--- src/rtl/core/pce_pkg.sv ---
// Shared types and constants for the point charge field evaluator.
package pce_pkg;

   localparam logic [1:0] MODE_CLEAR = 2'd0;
   localparam logic [1:0] MODE_ADD   = 2'd1;
   localparam logic [1:0] MODE_QUERY = 2'd2;

   localparam logic [9:0] RADIUS_RESET = 10'd10;

   localparam int SQRT_STEPS = 48;
   localparam int MUL_STEPS  = 48;
   localparam int DIV_STEPS  = 64;

   localparam int REC_W = 48;

   localparam logic signed [55:0] SAT_HI = 56'sh00_7FFF_FFFF_FFFF;
   localparam logic signed [55:0] SAT_LO = -56'sh00_8000_0000_0000;

   typedef struct packed {
      logic tbl;
      logic wr_pos;
      logic wr_neg;
      logic q_start;
      logic ld;
      logic sq1;
      logic sq2;
      logic sqrt_ld_chg;
      logic sqrt_ld_hyp;
      logic sqrt_step;
      logic mul_ld_chg;
      logic mul_ld_hx;
      logic mul_ld_hy;
      logic mul_step;
      logic div_ld_chg;
      logic div_ld_dir;
      logic div_step;
      logic acc;
      logic sat;
      logic mag_ld;
      logic out_ld;
   } cmd_type;

   typedef struct packed {
      logic r2_zero;
      logic mag_zero;
   } stat_type;

endpackage

--- src/rtl/core/pce_ctrl.sv ---
// Controller: table counts, scan sequencing and step counting for the datapath.
module pce_ctrl import pce_pkg::*; #(
   parameter int MAX_CHARGES = 32,
   localparam int AW = (MAX_CHARGES > 1) ? $clog2(MAX_CHARGES) : 1,
   localparam int CW = $clog2(MAX_CHARGES + 1)
) (
   input  logic          clock,
   input  logic          reset,
   input  logic          req_valid,
   output logic          req_stall,
   input  logic [1:0]    req_mode,
   input  logic          req_to_negative,
   output logic          rsp_valid,
   input  logic          rsp_stall,
   input  stat_type      stat,
   output cmd_type       cmd,
   output logic [AW-1:0] wr_addr,
   output logic [AW-1:0] rd_addr
);
   localparam logic [4:0] S_IDLE = 5'd0;
   localparam logic [4:0] S_CHK  = 5'd1;
   localparam logic [4:0] S_RD   = 5'd2;
   localparam logic [4:0] S_LD   = 5'd3;
   localparam logic [4:0] S_SQ1  = 5'd4;
   localparam logic [4:0] S_SQ2  = 5'd5;
   localparam logic [4:0] S_SQL  = 5'd6;
   localparam logic [4:0] S_SQRT = 5'd7;
   localparam logic [4:0] S_MULL = 5'd8;
   localparam logic [4:0] S_MUL  = 5'd9;
   localparam logic [4:0] S_DIVL = 5'd10;
   localparam logic [4:0] S_DIV  = 5'd11;
   localparam logic [4:0] S_ACC  = 5'd12;
   localparam logic [4:0] S_SAT  = 5'd13;
   localparam logic [4:0] S_HXL  = 5'd14;
   localparam logic [4:0] S_HX   = 5'd15;
   localparam logic [4:0] S_HYL  = 5'd16;
   localparam logic [4:0] S_HY   = 5'd17;
   localparam logic [4:0] S_HSL  = 5'd18;
   localparam logic [4:0] S_HS   = 5'd19;
   localparam logic [4:0] S_MAG  = 5'd20;
   localparam logic [4:0] S_MZ   = 5'd21;
   localparam logic [4:0] S_DDV  = 5'd22;
   localparam logic [4:0] S_OUT  = 5'd23;

   localparam logic [CW-1:0] MAXC = CW'(MAX_CHARGES);

   logic [4:0]    state_ff, state_in;
   logic [5:0]    cnt_ff, cnt_in;
   logic [CW-1:0] pcnt_ff, pcnt_in, ncnt_ff, ncnt_in, idx_ff, idx_in;
   logic          tbl_ff, tbl_in;
   logic          rsp_valid_ff, rsp_valid_in;
   logic          req_xfer, slot_free, last;

   assign req_stall = (state_ff != S_IDLE);
   assign req_xfer  = req_valid && !req_stall;
   assign slot_free = !rsp_valid_ff || !rsp_stall;
   assign last      = (cnt_ff == '0);
   assign wr_addr   = req_to_negative ? ncnt_ff[AW-1:0] : pcnt_ff[AW-1:0];
   assign rd_addr   = idx_ff[AW-1:0];
   assign rsp_valid = rsp_valid_ff;

   always_comb begin
      state_in = state_ff;
      cnt_in   = last ? cnt_ff : cnt_ff - 6'd1;
      pcnt_in  = pcnt_ff;
      ncnt_in  = ncnt_ff;
      idx_in   = idx_ff;
      tbl_in   = tbl_ff;
      cmd      = '0;
      cmd.tbl  = tbl_ff;
      rsp_valid_in = rsp_valid_ff && rsp_stall;
      case (state_ff)
         S_IDLE: begin
            if (req_xfer) begin
               case (req_mode)
                  MODE_CLEAR: begin
                     pcnt_in = '0;
                     ncnt_in = '0;
                  end
                  MODE_ADD: begin
                     if (req_to_negative && ncnt_ff < MAXC) begin
                        cmd.wr_neg = 1'b1;
                        ncnt_in    = ncnt_ff + 1'b1;
                     end
                     if (!req_to_negative && pcnt_ff < MAXC) begin
                        cmd.wr_pos = 1'b1;
                        pcnt_in    = pcnt_ff + 1'b1;
                     end
                  end
                  MODE_QUERY: begin
                     cmd.q_start = 1'b1;
                     idx_in   = '0;
                     tbl_in   = 1'b0;
                     state_in = S_CHK;
                  end
                  default: ;
               endcase
            end
         end
         S_CHK: begin
            if (!tbl_ff) begin
               if (idx_ff < pcnt_ff) begin
                  state_in = S_RD;
               end else begin
                  tbl_in = 1'b1;
                  idx_in = '0;
               end
            end else if (idx_ff < ncnt_ff) begin
               state_in = S_RD;
            end else begin
               state_in = S_SAT;
            end
         end
         S_RD:  state_in = S_LD;
         S_LD: begin
            cmd.ld   = 1'b1;
            state_in = S_SQ1;
         end
         S_SQ1: begin
            cmd.sq1  = 1'b1;
            state_in = S_SQ2;
         end
         S_SQ2: begin
            cmd.sq2  = 1'b1;
            state_in = S_SQL;
         end
         S_SQL: begin
            // coincident charge contributes nothing
            if (stat.r2_zero) begin
               idx_in   = idx_ff + 1'b1;
               state_in = S_CHK;
            end else begin
               cmd.sqrt_ld_chg = 1'b1;
               cnt_in   = 6'(SQRT_STEPS - 1);
               state_in = S_SQRT;
            end
         end
         S_SQRT: begin
            cmd.sqrt_step = 1'b1;
            if (last) state_in = S_MULL;
         end
         S_MULL: begin
            cmd.mul_ld_chg = 1'b1;
            cnt_in   = 6'(MUL_STEPS - 1);
            state_in = S_MUL;
         end
         S_MUL: begin
            cmd.mul_step = 1'b1;
            if (last) state_in = S_DIVL;
         end
         S_DIVL: begin
            cmd.div_ld_chg = 1'b1;
            cnt_in   = 6'(DIV_STEPS - 1);
            state_in = S_DIV;
         end
         S_DIV: begin
            cmd.div_step = 1'b1;
            if (last) state_in = S_ACC;
         end
         S_ACC: begin
            cmd.acc  = 1'b1;
            idx_in   = idx_ff + 1'b1;
            state_in = S_CHK;
         end
         S_SAT: begin
            cmd.sat  = 1'b1;
            state_in = S_HXL;
         end
         S_HXL: begin
            cmd.mul_ld_hx = 1'b1;
            cnt_in   = 6'(MUL_STEPS - 1);
            state_in = S_HX;
         end
         S_HX: begin
            cmd.mul_step = 1'b1;
            if (last) state_in = S_HYL;
         end
         S_HYL: begin
            cmd.mul_ld_hy = 1'b1;
            cnt_in   = 6'(MUL_STEPS - 1);
            state_in = S_HY;
         end
         S_HY: begin
            cmd.mul_step = 1'b1;
            if (last) state_in = S_HSL;
         end
         S_HSL: begin
            cmd.sqrt_ld_hyp = 1'b1;
            cnt_in   = 6'(SQRT_STEPS - 1);
            state_in = S_HS;
         end
         S_HS: begin
            cmd.sqrt_step = 1'b1;
            if (last) state_in = S_MAG;
         end
         S_MAG: begin
            cmd.mag_ld = 1'b1;
            state_in   = S_MZ;
         end
         S_MZ: begin
            if (stat.mag_zero) begin
               state_in = S_OUT;
            end else begin
               cmd.div_ld_dir = 1'b1;
               cnt_in   = 6'(DIV_STEPS - 1);
               state_in = S_DDV;
            end
         end
         S_DDV: begin
            cmd.div_step = 1'b1;
            if (last) state_in = S_OUT;
         end
         S_OUT: begin
            if (slot_free) begin
               cmd.out_ld   = 1'b1;
               rsp_valid_in = 1'b1;
               state_in     = S_IDLE;
            end
         end
         default: state_in = S_IDLE;
      endcase
   end

   always_ff @(posedge clock) begin
      if (reset) begin
         state_ff     <= S_IDLE;
         cnt_ff       <= '0;
         pcnt_ff      <= '0;
         ncnt_ff      <= '0;
         idx_ff       <= '0;
         tbl_ff       <= 1'b0;
         rsp_valid_ff <= 1'b0;
      end else begin
         state_ff     <= state_in;
         cnt_ff       <= cnt_in;
         pcnt_ff      <= pcnt_in;
         ncnt_ff      <= ncnt_in;
         idx_ff       <= idx_in;
         tbl_ff       <= tbl_in;
         rsp_valid_ff <= rsp_valid_in;
      end
   end

   a_cnt_bound: assert property (@(posedge clock) disable iff (reset)
      pcnt_ff <= MAXC && ncnt_ff <= MAXC)
      else $error("charge count beyond table depth");

   a_query_start: assert property (@(posedge clock) disable iff (reset)
      req_xfer && req_mode == MODE_QUERY |=> state_ff == S_CHK && idx_ff == '0)
      else $error("query transfer did not start a scan");

   a_read_in_range: assert property (@(posedge clock) disable iff (reset)
      state_ff == S_RD |-> idx_ff < (tbl_ff ? ncnt_ff : pcnt_ff))
      else $error("table read beyond fill count");

   a_out_wait: assert property (@(posedge clock) disable iff (reset)
      state_ff == S_OUT && rsp_valid_ff && rsp_stall |=> state_ff == S_OUT && rsp_valid_ff)
      else $error("result overwritten while stalled");
endmodule

--- config.mk ---
export PLATFORM = sky130hd
export DESIGN_NAME = pce_ctrl
export DESIGN_NICKNAME = d
export VERILOG_FILES = /design/src/rtl/core/pce_pkg.sv /design/src/rtl/core/pce_ctrl.sv
export SDC_FILE = /design/constraint.sdc
export NUM_CORES = 1
export LEC_CHECK = 0
export BUFFER_PORTS_ARGS = -buffer_cell sky130_fd_sc_hd__buf_2
export CORE_MARGIN = 3
export CORE_UTILIZATION = 54
export CTS_CLUSTER_SIZE = 8
export DETAILED_ROUTE_END_ITERATION = 10
export PLACE_DENSITY = 0.9
export SETUP_SLACK_MARGIN = 0.2
export SYNTH_ARGS = -nofsm -noshare
export SYNTH_HDL_FRONTEND = slang
export SYNTH_SLANG_ARGS = --single-unit
--- constraint.sdc ---
create_clock -name clock -period 2.5 [get_ports clock]
set_input_delay 0.125 -clock clock [delete_from_list [all_inputs] [get_ports clock]]
set_output_delay 0.125 -clock clock [all_outputs]
set_load 0.05 [all_outputs]
==> metrics.txt <==
Routed WL 6250 um; Worst Setup Slack post-DPL 395 ps; Non-Filler Instances 403; Clock Skew 5.64 ps; layout cells sized above 1 21.5%; initial antenna violation count 0; mapped cell area 2300 um2; initial core utilization 56.6%; crit path launch state_ff[3]; # hold bufs at CTS 0; R2R cell count 6; worst hold start rsp_stall; first-pass GRT wire length 10,100 um; CTS tree built; Max VDD drop 0.573 mV; post-DR wirelength/cell 15.5 um; Via Count 2,437; run status finished, final reports clean; P per Cell Area 844 nW/um2; setup repair bufs after CTS 0; Fmax 447 MHz; Core Box Area 4060 um2; nets 376; H-tree depth 2; DRC Markers 0; Critical Path End Type output port; Syn Area/Cell 7.27 um2; RSZ-0062 raised after global routing false; Slew Limit Fails 0; Port-buffer cells 41; setup TNS 0 ps; die area 5080 um2; total power 2.27 mW; gpl congestion 0.961; worst slew pin tran 519 ps; synthesized instance count 316; row count 23; vias per cell 6.05; ANT cells 0; worst setup path endpoint cmd[13]; Tmin final 2240 ps; dpl cells 395; Clk pwr share 20.1%; Critical Path Start Type flop; IO Count 42; initial DRC count 185; CTS Sinks 31; grt ovf 0; leakage power 1.14 nW; reg-to-reg endpoint state_ff[1]; #FFs+latches synth 31; Rel. slew slack 65.1%; Main synth FF type dfxtp_1; share of power burned in registers 30.3%; total CTS buffers 5; Die W 71.2 um; P_sw 1.04 mW; drt pass-1 iters 4; WP data arrival 2110 ps; final number of setup-violating endpoints 0; Hold Path Class input port to flop; Cell Int Power 1.23 mW; post-synthesis sequential area ratio 27.0%; Tcrit/Tclk final 89.5%; syn_nets 340; RR Startpoint state_ff[4]; Final WS setup 262 ps; clk_lat worst skew 300 ps; placed wire-length estimate 4620 um; Max Cap Viol 0; Post-synth ARST share 0%; all-layer global routing usage 24.8%; CTS Buffer Depth 2; Comb power frac 49.6%; EDFF count, synth 0; largest net degree at the start of global routing 21; crit path max fanout 14; number of global-route vias before repair 2,247; Final ANT Viol Nets 0; Sw Share 45.9%; final core occ 66.1%; Setup CP Type flop to output port; final hold violations 0; clock root cell clkbuf_8; R2R setup slack 350 ps; synth-to-layout area growth 16.8%; Req. time, crit path 2380 ps; clk slew on worst S/H paths 60 ps; synth warn 0; post-synth cell types 48; Die Height 71.2 um
cells in the mapped netlist (3+ instances only):
cell      instances  area share, %
and3_1            3           0.82
nand2b_1         10            2.7
a22oi_1           3           0.98
buf_4             6            2.0
buf_2             4           0.87
o22ai_1           3           0.82
o211ai_1          3           0.98
mux2i_1           4            1.7
o21a_1            4            1.3
nor4_1            5            1.4
nand3_1          12            2.6
xor2_1            3            1.1
o31ai_1           3           0.98
dfxtp_1          31             27
ha_1             15            8.2
nand2_1          30            4.9
nand3b_1          3           0.98
a31oi_1           5            1.4
nand4_1           5            1.4
or4_1             3           0.98
o21ai_0          17            3.7
nor3_1           22            4.8
a21oi_1          24            5.2
xnor2_1          12            4.6
nor2_1           26            4.2
clkbuf_1         11            1.8
inv_1            21            3.4
final cells by class:
cell class              instances  area, um2
fillers                       353       1370
multi-input cells             240       1520
well taps                      50       62.6
repair buffers                 52        290
clock buffers                   7       96.3
clock inverters                 1       7.51
flip-flops and latches         31        624
inverters                      22       82.6
critical path, stage by stage, from the launching register on:
cell	delay, ps
dfxtp_1	450
or2_2	400
or4_1	560
inv_1	130
buf_2	270
sequential cells by signal, summed over array words and instances, names as in the netlist:
signal	flops
idx_ff	6
state_ff	5
pcnt_ff	6
rsp_valid	1
tbl_ff	1
ncnt_ff	6
cnt_ff	6
how the worst min path moves through the flow:
stage / cells past startpoint / to
after global routing: 3 / rsp_valid
final: 3 / rsp_valid
after detailed placement: 3 / rsp_valid
after floorplan: 2 / rsp_valid
after global placement: 3 / rsp_valid
after CTS: 3 / rsp_valid
repair_timing:
item	CTS	global route
resized for setup	0	7
hold endpoints to repair	0	0
setup endpoints to repair	0	14
power groups by stage:
stage	registers, mW	logic (mW)	clock network, mW
floorplan	0.629	0.882	0
global placement	0.679	1.05	0
detailed placement	0.684	1.09	0
CTS	0.673	1.09	0.459
global route	0.696	1.23	0.472
finish	0.687	1.12	0.454
metal layers:
| metal | global-route usage (%) | part of all wire [%] |
|---|---|---|
| met1 | 29.4 | 41 |
| met3 | 4.91 | 6.9 |
| met2 | 42.1 | 49 |
| met4 | 13.2 | 3.2 |
| met5 | 0 | 0 |
cell families (layout without fill, tap and decap cells):
family	Yosys count	after routing	synth area share (%)
and+or+nand+nor	132	132	29.1
AOI/OAI and AO/OA	72	72	18.8
buffers and inverters	45	82	8.55
DFF	31	31	27.0
adders and majority gates	15	15	8.17
xor gates and xnor gates	15	15	5.72
muxes	6	6	2.72
cell usage in the layout, fill, tap and decap left out, drive strengths merged, types with 4 or more instances in the layout:
master / count
dfxtp: 31
mux2i: 4
a21oi: 24
nand2: 30
a31oi: 5
nor3: 22
nand2b: 10
clkbuf: 8
nor4: 5
nand4: 5
inv: 21
nand3: 12
or4: 4
ha: 15
nor2: 27
o21a: 4
xnor2: 12
o21ai: 19
buf: 51
metrics by stage:
step	hold slack, ps	cell area [um2]
4_1_cts	119	2660
2_1_floorplan	282	2320
6_report	117	2680
3_3_place_gp	415	2560
3_5_place_dp	427	2560
5_1_grt	139	2680
Note: power is estimated with default switching activity, not from simulation.
